==> src/rtl/bounded_deque_push_pop_dump_defines.svh <==
// Assertion macros shared by the deque RTL
`ifndef BOUNDED_DEQUE_PUSH_POP_DUMP_DEFINES_SVH
`define BOUNDED_DEQUE_PUSH_POP_DUMP_DEFINES_SVH

`ifndef SYNTHESIS
// Check a property on every clock edge outside reset
`define BDQ_ASSERT(label, clk, rst_n, prop, msg) \
	label: assert property (@(posedge clk) disable iff (!rst_n) (prop)) else $error(msg);
// Check that a trigger is followed by a consequence on the next clock edge
`define BDQ_ASSERT_NEXT(label, clk, rst_n, trig, cons, msg) \
	label: assert property (@(posedge clk) disable iff (!rst_n) (trig) |=> (cons)) \
		else $error(msg);
`else
`define BDQ_ASSERT(label, clk, rst_n, prop, msg)
`define BDQ_ASSERT_NEXT(label, clk, rst_n, trig, cons, msg)
`endif

`endif

==> src/rtl/bdq_pkg.sv <==
// Shared types and constants for the bounded deque
`timescale 1ns / 1ps
package bdq_pkg;

	localparam int DEPTH_DEFAULT = 32;
	localparam int DATA_W = 32;
	localparam int CMD_W = 2;
	localparam int STATUS_W = 2;
	localparam int CNT_W = 6;

	typedef logic signed [DATA_W-1:0] data_t;

	// Command codes
	localparam logic [CMD_W-1:0] CMD_PUSH_BACK = 2'd0;
	localparam logic [CMD_W-1:0] CMD_PUSH_FRONT = 2'd1;
	localparam logic [CMD_W-1:0] CMD_REMOVE_BACK = 2'd2;
	localparam logic [CMD_W-1:0] CMD_DUMP = 2'd3;

	// Status codes
	localparam logic [STATUS_W-1:0] ST_OK = 2'd0;
	localparam logic [STATUS_W-1:0] ST_FULL = 2'd1;
	localparam logic [STATUS_W-1:0] ST_EMPTY = 2'd2;

	// Per-cell update selection
	typedef enum logic [1:0] {
		CELL_HOLD       = 2'd0,
		CELL_LOAD       = 2'd1,
		CELL_FROM_LEFT  = 2'd2,
		CELL_FROM_RIGHT = 2'd3
	} cell_op_t;

	typedef struct packed {
		logic [CMD_W-1:0] cmd;
		data_t            value;
	} req_t;

	typedef struct packed {
		logic [STATUS_W-1:0] status;
		data_t               value_res;
		logic                last;
		logic [CNT_W-1:0]    count;
	} rsp_t;

endpackage

==> src/rtl/bounded_deque_push_pop_dump.sv <==
// Bounded deque of signed 32-bit values built as a row of shifting cells
//
// Commands are taken when start is high and busy is low. Push back, push
// front and remove back each give a single result: it shows on res with
// res_valid the cycle after the command is taken, and busy stays low, so
// such commands may follow each other on every cycle. A dump of N stored
// elements raises busy and gives N results on consecutive cycles, front
// element first; the first result is registered from the head cell once
// dump_q is set, and the last one shows in the first cycle with busy low
// again. The rate is set by the cell row rotating one element past its
// head per cycle. A dump of an empty deque gives one result the cycle
// after the command and does not raise busy. Results cannot be held off:
// each is valid for exactly one cycle. No clearing pass after reset.
`timescale 1ns / 1ps
`include "bounded_deque_push_pop_dump_defines.svh"
module bounded_deque_push_pop_dump #(
	parameter int DEPTH = bdq_pkg::DEPTH_DEFAULT
) (
	input  logic          clk,
	input  logic          arst_n,
	input  logic          start,
	input  bdq_pkg::req_t req,
	output logic          busy,
	output logic          res_valid,
	output bdq_pkg::rsp_t res
);
	import bdq_pkg::*;

	localparam int CNT_QW = $clog2(DEPTH + 1);

	logic              accept;
	logic              full;
	logic              empty;
	logic [CNT_QW-1:0] count_q;
	logic [CNT_QW-1:0] count_m1;
	logic [CNT_QW-1:0] count_d;
	logic              dump_q;
	logic [CNT_QW-1:0] dump_idx_q;
	logic              dump_last;
	logic              res_valid_q;
	rsp_t              res_q;
	data_t             load_data;
	data_t             cell_data [DEPTH];

	assign accept = start && !busy;
	assign full = (count_q == CNT_QW'(DEPTH));
	assign empty = (count_q == '0);
	assign count_m1 = count_q - CNT_QW'(1);
	assign dump_last = (dump_idx_q == count_m1);
	assign busy = dump_q;

	// Feed the row: new value on push back, head element on the dump wrap
	assign load_data = dump_q ? cell_data[0] : req.value;

	// Build the cell row and its per-cell control
	for (genvar i = 0; i < DEPTH; i++) begin : g_cell
		data_t    left_in;
		data_t    right_in;
		cell_op_t op_sel;

		if (i == 0) begin : g_head
			assign left_in = req.value;
		end else begin : g_body_l
			assign left_in = cell_data[i-1];
		end
		if (i == DEPTH - 1) begin : g_tail
			assign right_in = cell_data[0];
		end else begin : g_body_r
			assign right_in = cell_data[i+1];
		end

		always_comb begin
			op_sel = CELL_HOLD;
			if (accept && !full && req.cmd == CMD_PUSH_BACK &&
				count_q == CNT_QW'(i)) begin
				op_sel = CELL_LOAD;
			end else if (accept && !full && req.cmd == CMD_PUSH_FRONT) begin
				op_sel = CELL_FROM_LEFT;
			end else if (dump_q) begin
				op_sel = (count_m1 == CNT_QW'(i)) ? CELL_LOAD : CELL_FROM_RIGHT;
			end
		end

		bdq_cell u_cell (
			.clk        (clk),
			.op         (op_sel),
			.left_data  (left_in),
			.right_data (right_in),
			.load_data  (load_data),
			.data       (cell_data[i])
		);
	end

	// Work out the element count after the request
	always_comb begin
		count_d = count_q;
		unique case (req.cmd)
			CMD_PUSH_BACK, CMD_PUSH_FRONT: if (!full) count_d = count_q + CNT_QW'(1);
			CMD_REMOVE_BACK:               if (!empty) count_d = count_m1;
			CMD_DUMP:                      count_d = count_q;
		endcase
	end

	// Advance count and dump sequencing
	always_ff @(posedge clk or negedge arst_n) begin
		if (!arst_n) begin
			count_q <= '0;
			dump_q <= 1'b0;
			dump_idx_q <= '0;
			res_valid_q <= 1'b0;
		end else begin
			res_valid_q <= 1'b0;
			if (accept) begin
				count_q <= count_d;
				if (req.cmd == CMD_DUMP && !empty) begin
					dump_q <= 1'b1;
					dump_idx_q <= '0;
				end else begin
					res_valid_q <= 1'b1;
				end
			end else if (dump_q) begin
				res_valid_q <= 1'b1;
				dump_idx_q <= dump_idx_q + CNT_QW'(1);
				if (dump_last) begin
					dump_q <= 1'b0;
				end
			end
		end
	end

	// Hold the result payload for its one-cycle strobe
	always_ff @(posedge clk) begin
		if (accept) begin
			res_q.value_res <= '0;
			res_q.last <= 1'b1;
			res_q.count <= CNT_W'(count_d);
			unique case (req.cmd)
				CMD_PUSH_BACK, CMD_PUSH_FRONT: res_q.status <= full ? ST_FULL : ST_OK;
				CMD_REMOVE_BACK, CMD_DUMP:     res_q.status <= empty ? ST_EMPTY : ST_OK;
			endcase
		end else if (dump_q) begin
			res_q.status <= ST_OK;
			res_q.value_res <= cell_data[0];
			res_q.last <= dump_last;
			res_q.count <= CNT_W'(count_q);
		end
	end

	assign res_valid = res_valid_q;
	assign res = res_q;

	`BDQ_ASSERT(a_count_bound, clk, arst_n, count_q <= CNT_QW'(DEPTH), "count above depth")
	`BDQ_ASSERT_NEXT(a_cmd_result, clk, arst_n, accept && !(req.cmd == CMD_DUMP && !empty), res_valid && res.last, "single result missing")
	`BDQ_ASSERT_NEXT(a_dump_stream, clk, arst_n, dump_q, res_valid && res.status == ST_OK, "dump result missing")
	`BDQ_ASSERT_NEXT(a_dump_end, clk, arst_n, dump_q && dump_last, !busy && res.last, "dump did not end")
	`BDQ_ASSERT_NEXT(a_count_hold, clk, arst_n, !accept, $stable(count_q), "count moved without request")

endmodule

==> src/rtl/bdq_cell.sv <==
// One storage cell of the deque row, loading from a neighbor or from the side input
`timescale 1ns / 1ps
module bdq_cell (
	input  logic              clk,
	input  bdq_pkg::cell_op_t op,
	input  bdq_pkg::data_t    left_data,
	input  bdq_pkg::data_t    right_data,
	input  bdq_pkg::data_t    load_data,
	output bdq_pkg::data_t    data
);
	import bdq_pkg::*;

	data_t data_q;

	// Select the next content of the cell
	always_ff @(posedge clk) begin
		case (op)
			CELL_LOAD:       data_q <= load_data;
			CELL_FROM_LEFT:  data_q <= left_data;
			CELL_FROM_RIGHT: data_q <= right_data;
			default:         data_q <= data_q;
		endcase
	end

	assign data = data_q;

endmodule
==> config.mk <==
export PLATFORM = sky130hd
export DESIGN_NAME = bounded_deque_push_pop_dump
export DESIGN_NICKNAME = d
export VERILOG_FILES = /design/src/rtl/bdq_pkg.sv /design/src/rtl/bounded_deque_push_pop_dump.sv /design/src/rtl/bdq_cell.sv
export VERILOG_INCLUDE_DIRS = /design/src /design/src/rtl
export SDC_FILE = /design/constraint.sdc
export NUM_CORES = 2
export LEC_CHECK = 0
export BUFFER_PORTS_ARGS = -buffer_cell sky130_fd_sc_hd__clkbuf_2
export CAP_MARGIN = 20
export CORE_MARGIN = 10
export CORE_UTILIZATION = 45
export CTS_BUF_LIST = sky130_fd_sc_hd__clkbuf_16
export DETAILED_ROUTE_END_ITERATION = 12
export PLACE_DENSITY = 0.69
export SYNTH_ARGS = -nofsm -noshare
export SYNTH_HDL_FRONTEND = slang
export SYNTH_HIERARCHICAL = 1
export SYNTH_SLANG_ARGS = --single-unit
==> constraint.sdc <==
create_clock -name clk -period 4.8 [get_ports clk]
set_clock_uncertainty 0.1 [all_clocks]
set_input_delay 0.24 -clock clk [delete_from_list [all_inputs] [get_ports clk]]
set_output_delay 0.24 -clock clk [all_outputs]
set_load 0.02 [all_outputs]
==> results list <==
- Clock network latency to the later pin of the worst-skew pair: 710 ps
- Setup ws final: between 800 and 900 ps
* CP Data Required Time: 5020 ps
- Library cell occupying the most area in the post-synthesis netlist: edfxtp_1
* Portion of netlist area occupied by mux cells: 0.186
- Category of the critical setup timing path: reg2reg
* Commonest non-fill, non-tap cells in the layout: nor2_1, edfxtp_1, a21oi_1
* Combinational fraction of design power: 0.382
- Entering global routing, the biggest net connects 66 pins.
- Once detailed placement completed, the half-perimeter wirelength came to roughly 110000 microns.
- Traced cell by cell, the critical path runs through inv_1 > ha_1 > nor3b_4 > xnor2_1 > or3_1 > o21ai_0 > nand2_2 > or2_2.
- Final setup violating endpoints: 0
- In this run, placement finished with an instance count of 6310.
* Arrival time worst endpoint: 4200 ps
* Unique masters post-synth: 54
* Total grt overflow: 0
- Once the clock tree was built, the setup fixing pass inserted 0 buffers.
- Synthesized Nets: between 4000 and 5000
- Leakage power summed over all cells: around 26 nW
- OpenSTA, run right after detailed placement, puts the worst setup slack at roughly 860 ps.
- H-tree Lvls: 3
- Global-route wire length before repair: around 240000 microns
- In the finished design, the share of the clock period the worst path needs comes to 0.830.
- The first TritonRoute pass finished after 6 iterations.
- Main synth FF type: edfxtp_1
- Time the worst path needs with I/O delays and setup: between 3000 and 4000 ps
* Share of total power in the clock network: 0.172
- For this design the total switching power over the nets is around 20 mW.
* Adder-cell share of the synthesized area: 0.00153
- Library cell used as clock root buffer: clkbuf_16
* Post-layout utilization of the core: 0.485
* Total wire length after detailed routing: between 150000 and 200000 microns
* Filler Cells Inserted: approximately 11000
- For this run, the register share of the synthesized area comes to 0.560.
- The final hold violation count is 0.
- TritonCTS built the clock tree.
- Most common cell after layout, fill and taps aside: nor2_1
- Of the post-synthesis cell area, the dominant cell type holds 0.542.
* Final worst hold slack: about 380 ps
- Clk buf depth: 3
* Area Growth Syn to Fin: 6.90%
* Internal power component: approximately 29 mW
- Total count of max-transition violations in the final report: 0
- In the synthesized netlist, the number of instances is roughly 4900.
* Achievable frequency: 251 MHz
- Mapped Area: between 50000 and 60000 sq um
- The floorplan step set the die width to between 300 and 400 microns.
- In the global route stage, overall resource usage came out at 0.218.
- Number of nets in the final layout: approximately 5000
- The final route contains about 37000 vias.
* Core area: between 100000 and 150000 sq um
- Synthesized area per cell: 11.7 sq um
- Synthesized flop and latch total: around 1100
* Setup repair after global routing missed its margin: false
* Total of cells resized after clock tree synthesis: 0
- Final instance area: 61100 sq um
- CP startpoint kind: register
- Count of synthesis-stage warnings from yosys: 6
- Result of the run: finished clean
- By area, the combinational part of the netlist is dominated by multiplexers.
- In the final layout, the multi-input gates occupy between 20000 and 25000 sq um.
* Largest voltage drop on the vdd net: between 700 and 800 uV
* Antenna viol nets, final: 0
- Violation count after the first detailed-route iteration: 4201
- Die area: approximately 140000 sq um
- The tool flagged a number of max-cap violations equal to 0.
- Routed wire per std cell: about 24 microns
- In the post-synthesis netlist, the biggest area contributors are edfxtp_1, mux2i_1, a21oi_1, nor2_1, buf_12.
- Worst slew margin relative to its limit: 0.164
* Worst-path clk slew: about 60 ps
* Standard cell with the maximum stage delay on the critical path: xnor2_1
- Fin cells: 6564
* Compound-Gate Fraction of Synth Area: 0.104
- In this run, synthesis inferred about 1000 flip-flops with an integrated enable.
- Of the total synthesized cell area, the portion taken by AND, OR, NAND and NOR gates is 0.0828.
- In the final layout, the share of cells above drive strength 1 is 0.0926.
* Number of vias per cell after detailed routing: between 5 and 6
* Vias in the first global route: ~36000
- Fin Setup TNS: 0 ps
- After detailed routing, the number of remaining DRC violations is 0.
- For this design the ratio of total power to cell area is approximately 800 nW/um^2.
- In this run the tool buffered the top-level ports with between 70 and 80 buffer cells.
- Flip-flop and latch area: 32000 sq um
- Buffers inserted during clock tree synthesis total roughly 110.
- For this configuration, the core starts out at a cell density of 0.454.
- Cell area after placement: roughly 57000 sq um
- After layout, the design draws a total of between 40 and 50 mW.
- Boundary pin count: 80
- The path class of the tightest hold or removal check is reg2reg.
- R2r setup slk: ~820 ps
- Async set-reset flop share out of synthesis: 0.0130
- For the pin with the worst max-slew slack, the measured transition is ~1300 ps.
* Gate family responsible for the most delay along the worst path: simple AND/OR/NAND/NOR gates
* Vert. Die Dim: 376 microns
* Highest net fanout along the worst path: 32
- The initial antenna violation count is 5.
- The number of buffers and inverters on the critical path is 1.
- Element type at the critical path end: register
- Number of sinks on the clock net: roughly 1100
- Flop pwr share: 0.446
- The floorplan has between 100 and 150 rows.
- Switch share: 0.406
- The congestion estimate from routability-driven global placement came to ~0.90.
- Of the total synthesized cell area, the portion taken by XOR and XNOR cells is 0.00326.
* Delay of the slowest cell on the worst path: around 800 ps
==> power by group through the flow <==
stage / clock network, mW / logic (mW) / registers (mW)
6_report: 8.39 / 18.6 / 21.7
5_1_grt: 8.87 / 20.3 / 22.0
4_1_cts: 8.49 / 18.4 / 21.7
3_5_place_dp: 0 / 18.3 / 21.8
3_3_place_gp: 0 / 17.6 / 21.8
2_1_floorplan: 0 / 15.1 / 19.1
==> area by class of cell <==
class,count,area share
diodes,1,0.0000410
clock buffers,120,0.0492
clock inverters,92,0.00817
inverters,8,0.000532
multi-input cells,3417,0.361
flip-flops and latches,1079,0.524
well taps,1650,0.0338
repair buffers,197,0.0230
==> cells in the mapped netlist (8+ instances only) <==
library cell	number
buf_4	36
buf_12	96
a21o_1	12
o21ai_0	39
dfxtp_1	33
nand3_1	20
a21oi_1	1028
mux2_2	33
inv_1	8
edfxtp_1	1032
buf_6	33
nor2_1	1036
buf_2	103
clkbuf_1	115
xnor2_1	11
o21ai_1	18
and3_1	12
dfrtp_1	14
a22o_1	36
nand2_1	49
mux2i_1	1026
or2_2	33
==> worst paths after layout <==
kind | start | cells after the start | to
worst max-delay path | count_q[0] | 8 | g_cell[2].u_cell/data[13]
worst min-delay path | res[7] | 1 | res[7]
worst max register to register | count_q[0] | 8 | g_cell[2].u_cell/data[13]
worst min register to register | res[7] | 1 | res[7]
max in group asynchronous | arst_n | 3 | busy
min in group asynchronous | arst_n | 3 | dump_idx_q[4]
==> layer usage <==
layer | vias up | GRT usage | routed length (microns)
li1 | 17800 | - | -
met1 | 17800 | 0.285 | 64100
met2 | 1592 | 0.360 | 77600
met3 | 290 | 0.0487 | 14200
met4 | 0 | 0.0677 | 4940
met5 | - | 0 | 0
==> timing repair <==
| action | in CTS | in global routing |
|---|---|---|
| hold endpoints to repair | 54 | 0 |
| hold buffers | 39 | 0 |
| setup endpoints to repair | 0 | 0 |
==> registers in the layout, indices dropped and copies added (netlist names) <==
name and flops:
busy 1, res_valid 1, dump_idx_q 6, count_q 6
g_cell.u_cell/data 1024, res 41
==> cell families after synthesis <==
logic type / after synthesis
multiplexers: 1059
AND/OR/NAND/NOR: 1188
buffers and inverters: 398
adder cells (fa/ha/maj): 7
AO/OA/AOI/OAI: 1145
XOR/XNOR: 18
flip-flops: 1079
(Power assumes the default switching activity.)
